## src/rtl/uer_pkg.sv

```systemverilog
// ----------------------------------------------------------------------------
// Ultrasonic echo ranger package
// Shared types, constants and helper functions for the echo ranger core.
// ----------------------------------------------------------------------------
`default_nettype none

package uer_pkg;

    // Width of the microsecond delay and timeout counters.
    localparam int TIMER_BITS = 24;
    // Width of the configuration registers.
    localparam int CFG_W      = 24;
    // Width of the configuration register index.
    localparam int CFG_IDX_W  = 2;
    // Width of the echo time reading.
    localparam int ECHO_W     = 16;

    typedef logic [TIMER_BITS-1:0] t_timer;
    typedef logic [CFG_W-1:0]      t_cfg_word;
    typedef logic [ECHO_W-1:0]     t_echo;

    localparam t_timer TIMER_MAX  = '1;
    localparam t_echo  NO_READING = 16'hFFFF;
    localparam t_echo  WIDTH_MAX  = 16'hFFFE;

    localparam t_cfg_word TRIGGER_TIME_RST = 24'd2000;
    localparam t_cfg_word TIMEOUT_RST      = 24'd100000;
    localparam t_cfg_word REPEAT_GAP_RST   = 24'd1000000;

    // Configuration register indexes.
    typedef enum logic [CFG_IDX_W-1:0] {
        CFG_TRIGGER_TIME = 2'd0,
        CFG_TIMEOUT      = 2'd1,
        CFG_REPEAT_GAP   = 2'd2
    } t_cfg_idx;

    // Measurement phase. Codes outside the list behave as trigger start.
    typedef enum logic [2:0] {
        PH_TRIG_START = 3'd0,
        PH_TRIG_STOP  = 3'd1,
        PH_WAIT_HIGH  = 3'd2,
        PH_WAIT_LOW   = 3'd3
    } t_phase;

    // Current configuration register contents.
    typedef struct packed {
        t_cfg_word trigger_time_us;
        t_cfg_word timeout_us;
        t_cfg_word repeat_gap_us;
    } t_cfg;

    // One result transaction as produced by the control logic.
    typedef struct packed {
        logic  trigger_level;
        t_echo echo_time_us;
        logic  new_reading;
    } t_result;

    // Load a register value into a timer counter, saturating it when the
    // counter is narrower than the register.
    function automatic t_timer load_count(input t_cfg_word v);
        logic [31:0] v32;
        logic [31:0] m32;
        begin
            v32 = 32'(v);
            m32 = 32'(TIMER_MAX);
            return (v32 > m32) ? TIMER_BITS'(m32) : TIMER_BITS'(v32);
        end
    endfunction

endpackage

`default_nettype wire

```

## src/rtl/uer_ctrl.sv

```systemverilog
// ----------------------------------------------------------------------------
// Ultrasonic echo ranger control
// Phase state machine with delay, timeout and echo width counters.
// ----------------------------------------------------------------------------
`default_nettype none

module uer_ctrl import uer_pkg::*; (
    input  wire logic i_clk,
    input  wire logic i_rst_n,
    input  wire logic i_en,
    input  wire logic i_tick,
    input  wire logic i_echo_level,
    input  wire t_cfg i_cfg,
    output t_result   o_result
);

    t_phase r_phase,         n_phase;
    t_timer r_delay_count,   n_delay_count;
    t_timer r_timeout_count, n_timeout_count;
    t_echo  r_width_count,   n_width_count;
    t_echo  r_last_reading,  n_last_reading;

    t_timer timeout_inc;
    t_echo  width_inc;
    logic   timed_out;
    logic   done;

    always_comb begin
        timeout_inc = (i_tick && (r_timeout_count != TIMER_MAX))
                    ? r_timeout_count + 1'b1 : r_timeout_count;
        width_inc   = (i_tick && (r_width_count < WIDTH_MAX))
                    ? r_width_count + 1'b1 : r_width_count;
        timed_out   = (r_phase != PH_TRIG_START)
                    && (32'(timeout_inc) > 32'(i_cfg.timeout_us));

        n_phase         = r_phase;
        n_delay_count   = r_delay_count;
        n_timeout_count = timeout_inc;
        n_width_count   = r_width_count;
        n_last_reading  = r_last_reading;
        done            = 1'b0;

        if (r_delay_count != '0) begin
            if (i_tick) begin
                n_delay_count = r_delay_count - 1'b1;
            end
        end else begin
            // A timeout restarts the trigger in this same transaction.
            case (timed_out ? PH_TRIG_START : r_phase)
                PH_TRIG_STOP: begin
                    n_phase = PH_WAIT_HIGH;
                end
                PH_WAIT_HIGH: begin
                    if (i_echo_level) begin
                        n_width_count = '0;
                        n_phase       = PH_WAIT_LOW;
                    end
                end
                PH_WAIT_LOW: begin
                    n_width_count = width_inc;
                    if (!i_echo_level) begin
                        n_last_reading = width_inc;
                        done           = 1'b1;
                        n_delay_count  = load_count(i_cfg.repeat_gap_us);
                        n_phase        = PH_TRIG_START;
                    end
                end
                default: begin
                    n_delay_count   = load_count(i_cfg.trigger_time_us);
                    n_timeout_count = '0;
                    n_phase         = PH_TRIG_STOP;
                end
            endcase
        end

        o_result.trigger_level = (n_phase == PH_TRIG_STOP);
        o_result.echo_time_us  = n_last_reading;
        o_result.new_reading   = done;
    end

    always_ff @(posedge i_clk) begin
        if (!i_rst_n) begin
            r_phase         <= PH_TRIG_START;
            r_delay_count   <= '0;
            r_timeout_count <= '0;
            r_width_count   <= '0;
            r_last_reading  <= NO_READING;
        end else if (i_en) begin
            r_phase         <= n_phase;
            r_delay_count   <= n_delay_count;
            r_timeout_count <= n_timeout_count;
            r_width_count   <= n_width_count;
            r_last_reading  <= n_last_reading;
        end
    end

    // While a delay runs the phase must not move.
    a_delay_holds_phase: assert property (@(posedge i_clk) disable iff (!i_rst_n)
        i_en && (r_delay_count != '0) |=> $stable(r_phase))
        else $error("phase changed while a delay was running");

    // The echo width never reaches the no-reading code.
    a_width_saturates: assert property (@(posedge i_clk) disable iff (!i_rst_n)
        r_width_count <= WIDTH_MAX)
        else $error("echo width counter passed its saturation value");

    // A completed measurement always loads the repeat gap into the delay.
    a_done_loads_gap: assert property (@(posedge i_clk) disable iff (!i_rst_n)
        i_en && done |=> (r_phase == PH_TRIG_START)
                         && (r_delay_count == load_count($past(i_cfg.repeat_gap_us))))
        else $error("completed measurement did not start the repeat gap");

endmodule

`default_nettype wire
```

## config.mk

```make
export PLATFORM = sky130hd
export DESIGN_NAME = uer_ctrl
export DESIGN_NICKNAME = d
export VERILOG_FILES = /design/src/rtl/uer_pkg.sv /design/src/rtl/uer_ctrl.sv
export SDC_FILE = /design/constraint.sdc
export NUM_CORES = 1
export LEC_CHECK = 0
export ABC_AREA = 1
export BUFFER_PORTS_ARGS = -buffer_cell sky130_fd_sc_hd__buf_4
export CORE_MARGIN = 5
export CORE_UTILIZATION = 55
export DETAILED_ROUTE_END_ITERATION = 10
export PLACE_DENSITY = 0.84
export SLEW_MARGIN = 20
export SYNTH_ARGS = -nofsm -noshare
export SYNTH_HDL_FRONTEND = slang
export SYNTH_SLANG_ARGS = --single-unit
```

## constraint.sdc

```tcl
create_clock -name i_clk -period 8.8 [get_ports i_clk]
set_input_delay 0.44 -clock i_clk [delete_from_list [all_inputs] [get_ports i_clk]]
set_output_delay 0.44 -clock i_clk [all_outputs]
set_load 0.02 [all_outputs]
```

==> summary.txt <==
Setup path
  • CP top delay family: simple AND/OR/NAND/NOR gates
  • Critical Path RT: 8.36 ns
  • Critical path's slowest cell: nand3_4
  • Startpoint Class: register
  • FF-to-FF setup slack: 3.91 ns
  • Critical Path Most Common Cell: nand2_1
  • Kind of end point of the critical path: output port
  • CP peak stage delay: 0.50 ns
  • Worst Setup Path Type: reg2out
  • CP arrival: 5.19 ns
  • Buffers & Inverters on Critical Path: 6
  • CP Max Fanout: 63

Synth
  • Post-synth EDFFs: 0
  • Post-Syn Instances: 1,079
  • Post-synthesis net count: 1,183
  • Mean Syn Cell Area: 5.995 sq um
  • Post-synthesis register bit count: 83
  • Ys Warns: 0
  • Post-synthesis sequential area ratio: 0.2569
  • Top post-synthesis cells by area: dfxtp_1 (26%), nand2_1 (19%), nor2_1 (8.5%)
  • Dominant synthesized flop cell: dfxtp_1
  • Top cell type's share of synthesized area: 0.2569
  • Area leader, netlist: dfxtp_1
  • Synth async-reset ratio: 0
  • Most frequent cells after synthesis: nand2_1 (323), nor2_1 (147), inv_1 (143)
  • Most frequent cell after synthesis: nand2_1
  • Unique cell type count in the Yosys netlist: 43
  • Synthesized area: 6469 sq um

Cells and area
  • Fin nets: 1,247
  • Final Cell Area: 7433 sq um
  • Fraction of final layout cells sized beyond drive strength 1: 0.1291
  • Sequential cell area: 1662 sq um
  • Final Core Density: 0.6482
  • Number of diodes: 0
  • Filler instances: 1,088
  • Synth-to-Final Area Change: 14.91%
  • Multi-input gate area: 4033 sq um

Detailed routing
  • DR WL/cell: 12.61 um
  • DRT iter0 DRCs: 395
  • DRC: 0
  • Via density: 5.123
  • Vias after detailed routing: 6,604
  • Final ANT Viol Nets: 0
  • Drt first pass iters: 5
  • Routed wire length: 16.25 mm

Global route
  • All-Layer GR Usage: 0.2299
  • Global-route wire length before repair: 27.49 mm
  • Most Crowded Layer GR: met2
  • Initial antenna violation count: 0
  • Vias in the first global route: 6,153
  • Largest net degree at the start of global routing: 64
  • GR Util met3: 0.04394
  • Met1 Usage GRT: 0.2838
  • GR Util met2: 0.4040
  • Total gr overflow: 0

STA
  • Setup-failing EPs final: 0
  • Peak Freq: 177.7 MHz
  • Worst rel slew slack: 0.4164
  • Clock skew: 0.006860 ns
  • Least-Margin Pin Slew: 0.8745 ns
  • RSZ-0062 raised after global routing: false
  • Tcrit/Tclk final: 0.6394
  • Setup tns final: 0 ns
  • Final Hold Fails: 0
  • Final Slew Violations: 0
  • Tmin final: 5.627 ns

Clock network
  • Htree depth: 3
  • Clock Tree Buf Depth: 2
  • CTS root buf: clkbuf_16
  • Clock buffer count from CTS: 9
  • CTS Hold Bufs: 0
  • Clock sinks: 83
  • Worst-skew pair later-pin latency: 0.34 ns
  • Setup bufs post-CTS: 0
  • CTS tree: built
  • Clock slew at reported path FFs: 0.06 ns
  • Post_cts resized: 0

Power
  • VDD IR-drop max: 0.1369 mV
  • Static leakage: 3.782 nW
  • Power per Cell Area: 136.5 nW/um^2
  • Power Total: 1.015 mW

Hold path
  • HP Class: in2reg

Placed design
  • HPWL Detailed: 11.94 mm
  • # port buffers: 94
  • Area after DPL: 7158 sq um
  • GP Congestion: 0.9056

Die
  • Die Y: 118.5 um
  • Core Region: 11,470 sq um
  • Starting Density: 0.5641
  • I/O pins: 95
  • Row count: 39
  • Die Area: 14,030 sq um
  • Die width: 118.5 um

Status
  • Outcome: finished, final reports clean

Job
  • Max-cap viol count: 0
==> placed cells by master (no fill, tap or decap), types with 3 or more instances in the layout <==
| master | Yosys | layout |
|---|---|---|
| nand3_1 | 30 | 30 |
| clkbuf_16 | 0 | 9 |
| nor3_1 | 20 | 20 |
| xor2_1 | 37 | 37 |
| a21o_1 | 3 | 3 |
| xnor2_1 | 12 | 12 |
| buf_4 | 2 | 94 |
| o22ai_1 | 6 | 6 |
| nor3b_1 | 3 | 3 |
| nor4_1 | 5 | 5 |
| o21ai_0 | 47 | 47 |
| a21oi_1 | 66 | 66 |
| o21ai_1 | 12 | 12 |
| nand4_1 | 17 | 17 |
| nand2_1 | 323 | 323 |
| o21ai_2 | 14 | 14 |
| ha_1 | 27 | 27 |
| o211ai_1 | 9 | 9 |
| inv_1 | 143 | 143 |
| inv_2 | 11 | 11 |
| nor2_4 | 3 | 3 |
| dfxtp_1 | 83 | 83 |
| nor2_1 | 147 | 147 |
==> metal layers <==
layer / part of all wire / wire length [um]
met4: 0.023 / 378
met1: 0.44 / 7085
met3: 0.052 / 850
met5: 0 / 0
met2: 0.49 / 7935
==> worst reg2reg max path: stages (launching register included) <==
cell and delay [ns]:
dfxtp_1 0.46, ha_1 0.24, inv_1 0.07, nor2_1 0.14
nand2_1 0.09, nor4_1 0.22, nand2_1 0.10, nand2_2 0.16
inv_2 0.22, or2_2 0.35, nand2_1 0.07, inv_1 0.05
ha_1 0.29, nand2_1 0.05, nor2_1 0.11, nand2_1 0.10
inv_2 0.06, nand3_1 0.06, o21a_1 0.21, nand2_4 0.12
nand3_4 0.50, nor3_4 0.41, inv_2 0.31, nand2_1 0.18
o21ai_2 0.08, nand2_1 0.08, nand2_1 0.04
==> registers in the layout, indices dropped and copies added, names as in the netlist <==
name             flops
r_delay_count       24
r_width_count       16
r_last_reading      16
r_phase              3
r_timeout_count     24
==> report_power, final <==
group,total (mW),switching (mW),internal (mW)
registers,0.414,0.0181,0.396
logic,0.252,0.149,0.103
clock network,0.349,0.151,0.197
==> kinds of logic (layout without fill, tap and decap cells) <==
kind of cell    count (synthesis)  after routing  share of synthesized area
compound gates                162            162                     0.1418
buf+inv                       197            264                     0.1209
flops                          83             83                     0.2569
fa+ha+maj                      27             27                    0.05222
xor+xnor                       49             49                    0.06634
simple gates                  561            561                     0.3619
==> area by class of cell <==
class | count | share of cell area
multi-input combinational | 799 | 0.5425
clock buffer | 11 | 0.03265
sequential | 83 | 0.2235
tap | 143 | 0.02407
inverter | 156 | 0.07894
timing repair buffer | 94 | 0.09493
clock inverter | 3 | 0.003366
==> stage by stage <==
| step | worst slack (ns) | instances | hold slack [ns] |
|---|---|---|---|
| 2_1_floorplan | 4.873 | 1079 | 0.4411 |
| 3_3_place_gp | 3.768 | 1275 | 0.4554 |
| 3_5_place_dp | 3.560 | 1275 | 0.4551 |
| 4_1_cts | 3.181 | 1289 | 0.4595 |
| 5_1_grt | 2.588 | 1289 | 0.4844 |
| 6_report | 3.173 | 1289 | 0.4658 |
==> final timing paths <==
kind,start,to,cells after the start
setup / recovery,r_timeout_count[0],o_result[11],25
hold / removal,i_cfg[3],r_delay_count[3],5
setup reg to reg,r_timeout_count[0],r_last_reading[10],26
hold reg to reg,r_last_reading[7],r_last_reading[7],2
No activity file was read; power rests on OpenSTA's default activity.
